==> config.mk <==
export PLATFORM = sky130hd
export DESIGN_NAME = running_average_filter
export DESIGN_NICKNAME = d
export VERILOG_FILES = /design/src/sv/raf_pkg.sv /design/src/sv/raf_div.sv /design/src/sv/raf_dp.sv /design/src/sv/raf_ctrl.sv /design/src/sv/running_average_filter.sv
export VERILOG_INCLUDE_DIRS = /design/src /design/src/sv
export SDC_FILE = /design/constraint.sdc
export NUM_CORES = 1
export LEC_CHECK = 0
export BUFFER_PORTS_ARGS = -buffer_cell sky130_fd_sc_hd__buf_4
export CORE_ASPECT_RATIO = 1.75
export CORE_MARGIN = 2
export CORE_UTILIZATION = 67
export DETAILED_ROUTE_END_ITERATION = 12
export PLACE_DENSITY_LB_ADDON = 0.15
export SLEW_MARGIN = 20
export SYNTH_ARGS = -nofsm -noshare
export SYNTH_HDL_FRONTEND = slang
export SYNTH_SLANG_ARGS = --single-unit
==> constraint.sdc <==
create_clock -name clock -period 13.7 [get_ports clock]
set_clock_uncertainty 0.15 [all_clocks]
set_input_delay 1.37 -clock clock [delete_from_list [all_inputs] [get_ports clock]]
set_output_delay 1.37 -clock clock [all_outputs]
set_load 0.1 [all_outputs]
==> src/sv/running_average_filter_assert.svh <==
// Assertion macros for the running average filter.
`ifndef RUNNING_AVERAGE_FILTER_ASSERT_SVH
`define RUNNING_AVERAGE_FILTER_ASSERT_SVH

// Same-cycle implication.
`define RAF_ASSERT_NOW(lbl, clk, rst, ante, cons, msg) \
   lbl: assert property (@(posedge clk) disable iff (rst) (ante) |-> (cons)) \
      else $error(msg);

// Next-cycle implication.
`define RAF_ASSERT_NEXT(lbl, clk, rst, ante, cons, msg) \
   lbl: assert property (@(posedge clk) disable iff (rst) (ante) |=> (cons)) \
      else $error(msg);

`endif

==> src/sv/raf_pkg.sv <==
// Shared constants and types for the running average filter.
package raf_pkg;

   localparam int WINDOW = 20;
   localparam int AVG_W  = 16;
   localparam int SLOT_W = (WINDOW > 1) ? $clog2(WINDOW) : 1;
   localparam int CNT_W  = $clog2(WINDOW + 1);
   localparam int SUM_W  = AVG_W + $clog2(WINDOW);
   localparam int STEP_W = $clog2(SUM_W + 1);

   typedef struct packed {
      logic capture;
      logic update;
      logic load_out;
   } raf_cmd_type;

   typedef struct packed {
      logic div_done;
      logic out_free;
   } raf_status_type;

endpackage

==> src/sv/raf_div.sv <==
// Restoring divider, one quotient bit per cycle.
`include "running_average_filter_assert.svh"

module raf_div import raf_pkg::*; (
   input  logic             clock,
   input  logic             reset,
   input  logic             start,
   input  logic [SUM_W-1:0] dividend,
   input  logic [CNT_W-1:0] divisor,
   output logic             done,
   output logic [AVG_W-1:0] quotient
);

   logic [SUM_W-1:0]  quo_ff, quo_in;
   logic [CNT_W-1:0]  rem_ff, rem_in;
   logic [CNT_W-1:0]  dvs_ff;
   logic [STEP_W-1:0] step_ff, step_in;
   logic              busy_ff, busy_in;
   logic              done_ff, done_in;
   logic [CNT_W:0]    trial;
   logic [CNT_W:0]    diff;
   logic              fits;

   assign trial = {rem_ff, quo_ff[SUM_W-1]};
   assign fits  = (trial >= {1'b0, dvs_ff});
   assign diff  = trial - {1'b0, dvs_ff};

   always_comb begin
      quo_in  = quo_ff;
      rem_in  = rem_ff;
      step_in = step_ff;
      busy_in = busy_ff;
      done_in = done_ff;
      if (start) begin
         quo_in  = dividend;
         rem_in  = '0;
         step_in = STEP_W'(SUM_W);
         busy_in = 1'b1;
         done_in = 1'b0;
      end else if (busy_ff) begin
         quo_in  = {quo_ff[SUM_W-2:0], fits};
         rem_in  = fits ? diff[CNT_W-1:0] : trial[CNT_W-1:0];
         step_in = step_ff - STEP_W'(1);
         if (step_ff == STEP_W'(1)) begin
            busy_in = 1'b0;
            done_in = 1'b1;
         end
      end
   end

   always_ff @(posedge clock) begin
      if (reset) begin
         busy_ff <= 1'b0;
         done_ff <= 1'b0;
         step_ff <= '0;
      end else begin
         busy_ff <= busy_in;
         done_ff <= done_in;
         step_ff <= step_in;
      end
   end

   always_ff @(posedge clock) begin
      quo_ff <= quo_in;
      rem_ff <= rem_in;
      if (start) begin
         dvs_ff <= divisor;
      end
   end

   assign done     = done_ff;
   assign quotient = quo_ff[AVG_W-1:0];

   `RAF_ASSERT_NOW(a_busy_not_done, clock, reset, busy_ff, !done_ff, "divider busy and done")

endmodule

==> src/sv/raf_dp.sv <==
// Datapath: sample ring, running sum, slot and fill count, divider, result register.
`include "running_average_filter_assert.svh"

module raf_dp import raf_pkg::*; (
   input  logic             clock,
   input  logic             reset,
   input  raf_cmd_type      cmd,
   output raf_status_type   status,
   input  logic [AVG_W-1:0] req_sample,
   output logic             rsp_valid,
   input  logic             rsp_stall,
   output logic [AVG_W-1:0] rsp_average
);

   logic [AVG_W-1:0] store_ff [WINDOW];
   logic [AVG_W-1:0] sample_ff;
   logic [SUM_W-1:0] sum_ff, sum_in;
   logic [SLOT_W-1:0] slot_ff, slot_in;
   logic [CNT_W-1:0] fill_ff, fill_in;
   logic [AVG_W-1:0] oldest;
   logic             full;
   logic             rsp_valid_ff, rsp_valid_in;
   logic [AVG_W-1:0] average_ff;
   logic             div_done;
   logic [AVG_W-1:0] quotient;

   // slots at or above the fill count were never written and read as zero
   assign full    = (fill_ff == CNT_W'(WINDOW));
   assign oldest  = full ? store_ff[slot_ff] : '0;
   assign sum_in  = sum_ff - SUM_W'(oldest) + SUM_W'(sample_ff);
   assign slot_in = (slot_ff == SLOT_W'(WINDOW - 1)) ? '0 : slot_ff + SLOT_W'(1);
   assign fill_in = full ? fill_ff : fill_ff + CNT_W'(1);

   always_ff @(posedge clock) begin
      if (cmd.capture) begin
         sample_ff <= req_sample;
      end
      if (cmd.update) begin
         store_ff[slot_ff] <= sample_ff;
      end
      if (cmd.load_out) begin
         average_ff <= quotient;
      end
   end

   always_ff @(posedge clock) begin
      if (reset) begin
         sum_ff  <= '0;
         slot_ff <= '0;
         fill_ff <= '0;
      end else if (cmd.update) begin
         sum_ff  <= sum_in;
         slot_ff <= slot_in;
         fill_ff <= fill_in;
      end
   end

   raf_div u_div (
      .clock    (clock),
      .reset    (reset),
      .start    (cmd.update),
      .dividend (sum_in),
      .divisor  (fill_in),
      .done     (div_done),
      .quotient (quotient)
   );

   always_comb begin
      rsp_valid_in = rsp_valid_ff;
      if (cmd.load_out) begin
         rsp_valid_in = 1'b1;
      end else if (!rsp_stall) begin
         rsp_valid_in = 1'b0;
      end
   end

   always_ff @(posedge clock) begin
      if (reset) begin
         rsp_valid_ff <= 1'b0;
      end else begin
         rsp_valid_ff <= rsp_valid_in;
      end
   end

   assign status.div_done = div_done;
   assign status.out_free = !rsp_valid_ff || !rsp_stall;
   assign rsp_valid       = rsp_valid_ff;
   assign rsp_average     = average_ff;

   `RAF_ASSERT_NOW(a_fill_range, clock, reset, 1'b1, fill_ff <= CNT_W'(WINDOW), "fill count above window")
   `RAF_ASSERT_NOW(a_slot_tracks_fill, clock, reset, !full, CNT_W'(slot_ff) == fill_ff, "slot and fill disagree while filling")
   `RAF_ASSERT_NEXT(a_load_needs_done, clock, reset, cmd.update, !div_done, "divider done right after start")

endmodule

==> src/sv/raf_ctrl.sv <==
// Controller: sequences capture, update, divide and result load.
module raf_ctrl import raf_pkg::*; (
   input  logic           clock,
   input  logic           reset,
   input  logic           req_valid,
   output logic           req_stall,
   output raf_cmd_type    cmd,
   input  raf_status_type status
);

   typedef enum logic [2:0] {
      ST_IDLE   = 3'b001,
      ST_UPDATE = 3'b010,
      ST_DIVIDE = 3'b100
   } raf_state_type;

   raf_state_type state_ff, state_in;

   always_comb begin
      state_in     = state_ff;
      cmd.capture  = 1'b0;
      cmd.update   = 1'b0;
      cmd.load_out = 1'b0;
      req_stall    = 1'b1;
      case (state_ff)
         ST_IDLE: begin
            req_stall = 1'b0;
            if (req_valid) begin
               cmd.capture = 1'b1;
               state_in    = ST_UPDATE;
            end
         end
         ST_UPDATE: begin
            cmd.update = 1'b1;
            state_in   = ST_DIVIDE;
         end
         ST_DIVIDE: begin
            if (status.div_done && status.out_free) begin
               cmd.load_out = 1'b1;
               state_in     = ST_IDLE;
            end
         end
         default: begin
            state_in = ST_IDLE;
         end
      endcase
   end

   always_ff @(posedge clock) begin
      if (reset) begin
         state_ff <= ST_IDLE;
      end else begin
         state_ff <= state_in;
      end
   end

endmodule

==> src/sv/running_average_filter.sv <==
// Top level of the running average filter.
//
// Each accepted 16-bit sample replaces the oldest of the last 20 samples and
// yields one result: the truncated mean of the samples stored so far (fewer
// than 20 until the ring has filled). After acceptance the ring and sum are
// updated, the bit-serial divider runs (one quotient bit per cycle over the
// 21-bit sum) and then the result register loads. The next sample is not
// accepted until that result has loaded. The result register lets the next
// sample be accepted while a result still waits; a stalled result holds up
// the load of the following one. No clearing pass is needed after reset.
module running_average_filter import raf_pkg::*; (
   input  logic             clock,
   input  logic             reset,
   input  logic             req_valid,
   output logic             req_stall,
   input  logic [AVG_W-1:0] req_sample,
   output logic             rsp_valid,
   input  logic             rsp_stall,
   output logic [AVG_W-1:0] rsp_average
);

   raf_cmd_type    cmd;
   raf_status_type status;

   raf_ctrl u_ctrl (
      .clock     (clock),
      .reset     (reset),
      .req_valid (req_valid),
      .req_stall (req_stall),
      .cmd       (cmd),
      .status    (status)
   );

   raf_dp u_dp (
      .clock       (clock),
      .reset       (reset),
      .cmd         (cmd),
      .status      (status),
      .req_sample  (req_sample),
      .rsp_valid   (rsp_valid),
      .rsp_stall   (rsp_stall),
      .rsp_average (rsp_average)
   );

endmodule
Word-level counts from Yosys, hierarchy flattened
Memories as Yosys holds them, arrays and structs flattened. A register that Yosys moved wholly into a read port is not among the register bits.
Index checks and enable logic that the tools add are counted.

storage, ports and cells
  flip-flop bits (word level) = 105
  RAM bits = 320
  input bits = 20
  output and inout bits = 18
  logic and storage cells = 65
  memories kept = 1

memory list
  name           words  width  read ports  clocked after Yosys merged registers in  wr ports  line          RTL
  u_dp.store_ff  20     16     1           1                                        1         raf_dp.sv:15  logic [AVG_W-1:0] store_ff [WINDOW];

operators by class
  add/subtract/negate cells = 6
  order comparisons = 1
  equal/unequal tests = 9
  mux-type cells = 26
  reduce and logical (&&, ||, !) cells = 8

operators with widths
  cell                 number
  $mux 21              2
  $mux 5               7
  $add 21x16->21       1
  $sub 21x16->21       1
  $mux 16              1
  $mux 1               13
  $add 5x1->5 const B  2
  $eq 5x5->1 const B   2
  $pmux 3 s3           1
  $ge 6x5->1           1
  $mux 3               2
  $eq 5x1->1 const B   1
  $sub 5x1->5 const B  1
  $sub 5x5->5          1
  $ne 2x1->1 const B   2
  $reduce_and 2->1     2
  $eq 3x1->1 const B   1
  $eq 3x2->1 const B   1
  $eq 3x3->1 const B   1
  $logic_not 1->1      2
  $ne 2x2->1 const B   1
  $reduce_bool 2->1    1
  $reduce_or 2->1      1
  $logic_and 1x1->1    1
  $logic_or 1x1->1     1

Longest topological paths before layout
  word-level depth = 6
  mapped depth = 19
  depth with buffers taken out = 16

By module
A second synthesis with hierarchy kept.

second synthesis, totals
  cell total of the unflattened synthesis = 1,127
  area total of the unflattened synthesis = 18,718.0 sq um

by module, submodules not included
  module    instances  cells each  area an instance (sq um)  sequential area each (sq um)
  raf_dp    1          954         16,669.7                  11,310.8
  raf_div   1          155         1,898.1                   1,021.0
  raf_ctrl  1          18          150.1                     60.1

Worst setup path after synthesis
Ideal clock, no wire load.

  path kind = flip-flop to flip-flop
  start point = reg (tool-made name)
  end point = reg u_dp.sum_ff[20]
  setup time = 123 ps
  data arrival time = 4,158 ps
  data required time = 13,427 ps
  slack = 9,269 ps
  stages on the path, launching flop included = 17
  path buffers = 3
  clock period less this slack = 4,431 ps
  cell sequence = dfxtp_1 buf_6 buf_6 mux4_1 mux4_2 mux2i_1 nor2_1 fa_1 fa_1 nor2b_1 o2111ai_1 a21oi_2 nor2_2 and2_4 buf_6 o31ai_2 mux2_1

RTL lines
  element               line          RTL
  to (signal assigned)  raf_dp.sv:52  sum_ff <= sum_in;
  to (decl)             raf_dp.sv:17  logic [SUM_W-1:0] sum_ff, sum_in;

==> flow_summary.ini <==
[status]
status = finished, final reports clean

[synthesis]
synth-warning-count = 0
syn-num-nets = 1183
ys_seq_area_frac = 0.676
synthCells = 1112
synth_flop_cell = edfxtp_1
syn_area_per_cell_sq_um = 16.5
synth_edf_count = 378
netlist_area_sq_mm = 0.0183
ys_types = 62
ys_ff_latch = 430
synth_async_sr_flop_share = 0

[sta]
slew_violations = 0
max_clock_freq_ghz = 0.176
fin_tns_setup_ns = 0
rsz0062_at_grt = false
tightest_slew_ns = 1.09
final_hold_viol_count = 0
period_needed_ns = 5.69
fin_crit_sh = 0.415
setup_viol = 0
relSlewSlack = 0.276

[floorplan]
ios = 38
dieWidth_um = 129
rows = 80
coreArea_sq_mm = 0.0271
initial_utilization = 0.676
die_area_sq_mm = 0.0288
die_y_um = 223

[grt]
antenna_found_initial = 0
grt_max_degree = 62
grt_pass1_vias = 10000
grt.overflow.total = 0
grt_pass1_wl_um = 58100
track_usage = 0.278

[pwr]
p_per_area_mw_per_mm2 = 134
peakVddDrop_uv = 138
leakagePower_nw = 6.88

[placed_design]
place_congestion = 0.906
hpwl_um = 22700
io_buffers = 37

[finish]
fill_cells = 1630
post_route_cells_drive_above_1_share = 0.161
layout_commonest_cell = edfxtp_1
area_growth_pct = 10.2
post-route-util = 0.745
num_antenna_cells = 0
mostFrequentLayoutCells = 378 x edfxtp_1, 91 x inv_1, 81 x nand2_1, 66 x mux4_2, 61 x buf_4
fin_nets = 1237

[clock_network]
cts_setup_buffers = 0
h-tree-depth = 2
cts_hold_buffers = 0
cts_resized = 0
clock_latency_ns = 0.54
cts_buffers = 38
clockBufferDepth = 3
clock_sinks = 430
clockRootBuffer = clkbuf_16
clk_pin_slew_ns = 0.07
cts_tree = yes

[critical_path]
critPathCapture = u_dp.u_div.quo_ff[13]
rrSetupSlack_ns = 8.01
r2r_cells = 14
critPathKind = register to register
critPathCaptureType = register
rr_endpoint = u_dp.u_div.quo_ff[13]
crit_required_ns = 13.83
worstPathMaxFanout = 42
critPathArrivalTime_ns = 5.82
cp-start-kind = register

[route]
drtAntennaViolNets = 0
first_pass_iters = 8
wire_per_inst_um = 24.5
drtIter0Drc = 1002
vias_per_cell = 6.28
via_count = 9807
wl_um = 38300
route.detailed.drc = 0

[worst_hold_path]
min-delay-start = u_dp.u_div.quo_ff[5]
worstHoldPathType = register to register

[run]
maxCapViolCount = 0
[synth_stat cells, types with 2 or more instances]
| master | instances | area, sq um |
|---|---|---|
| a211o_1 | 3 | 26.3 |
| a211oi_1 | 8 | 60.1 |
| a21o_1 | 10 | 75.1 |
| a21oi_1 | 51 | 255 |
| a21oi_2 | 2 | 17.5 |
| a31o_1 | 2 | 17.5 |
| a31oi_1 | 2 | 12.5 |
| a41oi_1 | 2 | 17.5 |
| and2_1 | 12 | 75.1 |
| and3_1 | 18 | 113 |
| buf_1 | 4 | 15.0 |
| buf_2 | 7 | 35.0 |
| buf_6 | 6 | 67.6 |
| buf_8 | 2 | 30.0 |
| clkbuf_1 | 27 | 101 |
| dfxtp_1 | 52 | 1040 |
| edfxtp_1 | 378 | 11400 |
| fa_1 | 17 | 340 |
| ha_1 | 34 | 425 |
| inv_1 | 91 | 342 |
| mux2i_1 | 20 | 200 |
| mux4_1 | 30 | 788 |
| mux4_2 | 66 | 1490 |
| nand2_1 | 82 | 308 |
| nand2b_1 | 8 | 50.1 |
| nand3_1 | 15 | 75.1 |
| nand4_1 | 7 | 43.8 |
| nor2_1 | 48 | 180 |
| nor2b_1 | 6 | 37.5 |
| nor3_1 | 12 | 60.1 |
| nor4b_1 | 2 | 17.5 |
| o2111ai_1 | 4 | 35.0 |
| o211ai_1 | 4 | 30.0 |
| o21a_1 | 3 | 22.5 |
| o21ai_0 | 21 | 105 |
| o21ai_1 | 4 | 20.0 |
| o21bai_1 | 2 | 15.0 |
| o311ai_1 | 2 | 17.5 |
| or3_1 | 6 | 37.5 |
| xnor2_1 | 15 | 131 |
| xor2_1 | 6 | 52.6 |
[critical path, stage by stage (launching register included)]
cell and delay (ns):
dfxtp_4 0.83, buf_4 0.76, mux4_1 0.65, mux4_2 0.47, mux2i_1 0.14, nor2_1 0.07
fa_1 0.49, inv_1 0.04, ha_1 0.37, and2_1 0.26, o2111ai_1 0.23, a21boi_1 0.35
o21ai_1 0.18, a21o_1 0.22, a31o_1 0.20
[power breakdown]
| group | internal, mW | switching [mW] |
|---|---|---|
| Sequential | 1.45 | 0.0290 |
| Clock | 0.590 | 0.457 |
| Combinational | 0.0789 | 0.110 |
| Total | 2.11 | 0.596 |
[layout make-up]
cell class,instances,area [sq um],area share
clock inverter,20,173,0.00854
sequential,430,12400,0.614
tap,369,462,0.0228
multi-input combinational,544,5350,0.265
timing repair buffer,61,458,0.0227
clock buffer,47,1030,0.0508
inverter,91,342,0.0169
[per-layer routing]
metal | GRT usage | wire, um | vias to the layer above
met5 | 0 | 0 | -
met4 | 0.111 | 1500 | 0
met3 | 0.0359 | 2110 | 99
met2 | 0.474 | 20000 | 383
met1 | 0.366 | 14700 | 4955
li1 | - | - | 4370
[through the flow]
stage | instances | setup WS, ns | instance area [sq um] | hold slack [ns] | total power, mW
finish | 1562 | 8.01 | 20200 | 0.301 | 2.71
global route | 1562 | 7.66 | 20200 | 0.312 | 2.79
CTS | 1562 | 7.98 | 20200 | 0.301 | 2.72
detailed placement | 1495 | 7.98 | 19000 | 0.285 | 1.69
global placement | 1495 | 8.05 | 19000 | 0.285 | 1.68
floorplan | 1112 | 9.27 | 18300 | 0.267 | 1.64
[state kept, by name (all words and copies together), names as in the netlist, named ones only]
signal	cells
u_dp.store_ff	320
u_dp.rsp_average	16
u_dp.slot_ff	5
u_dp.u_div.step_ff	5
u_dp.fill_ff	5
u_dp.u_div.rem_ff	5
u_dp.u_div.done	1
u_dp.u_div.busy_ff	1
u_dp.sample_ff	16
u_dp.u_div.dvs_ff	5
u_dp.sum_ff	21
u_dp.u_div.quo_ff	21
u_ctrl.state_ff	3
u_dp.rsp_valid	1
[cell families (layout without fill, tap and decap cells)]
logic type                 count (synthesis)  after routing  synth area share
muxes                                    117            117             0.136
and+or+nand+nor                          225            225            0.0583
buffers and inverters                    138            219            0.0333
AOI/OAI and AO/OA                        130            130            0.0450
xor gates and xnor gates                  21             21            0.0100
adders and majority gates                 51             51            0.0418
DFF                                      430            430             0.676
[worst min path at each step]
| stage | slack (ns) | endpoint | depth (start not counted) |
|---|---|---|---|
| final | 0.30 | u_dp.rsp_average[5] | 0 |
| after global routing | 0.31 | u_dp.rsp_average[14] | 0 |
| after detailed placement | 0.29 | u_dp.rsp_average[14] | 0 |
| after global placement | 0.28 | u_dp.rsp_average[11] | 0 |
| after floorplan | 0.27 | u_dp.rsp_average[12] | 0 |
| after CTS | 0.30 | u_dp.rsp_average[14] | 0 |
Note: power is estimated with default switching activity, not from simulation.
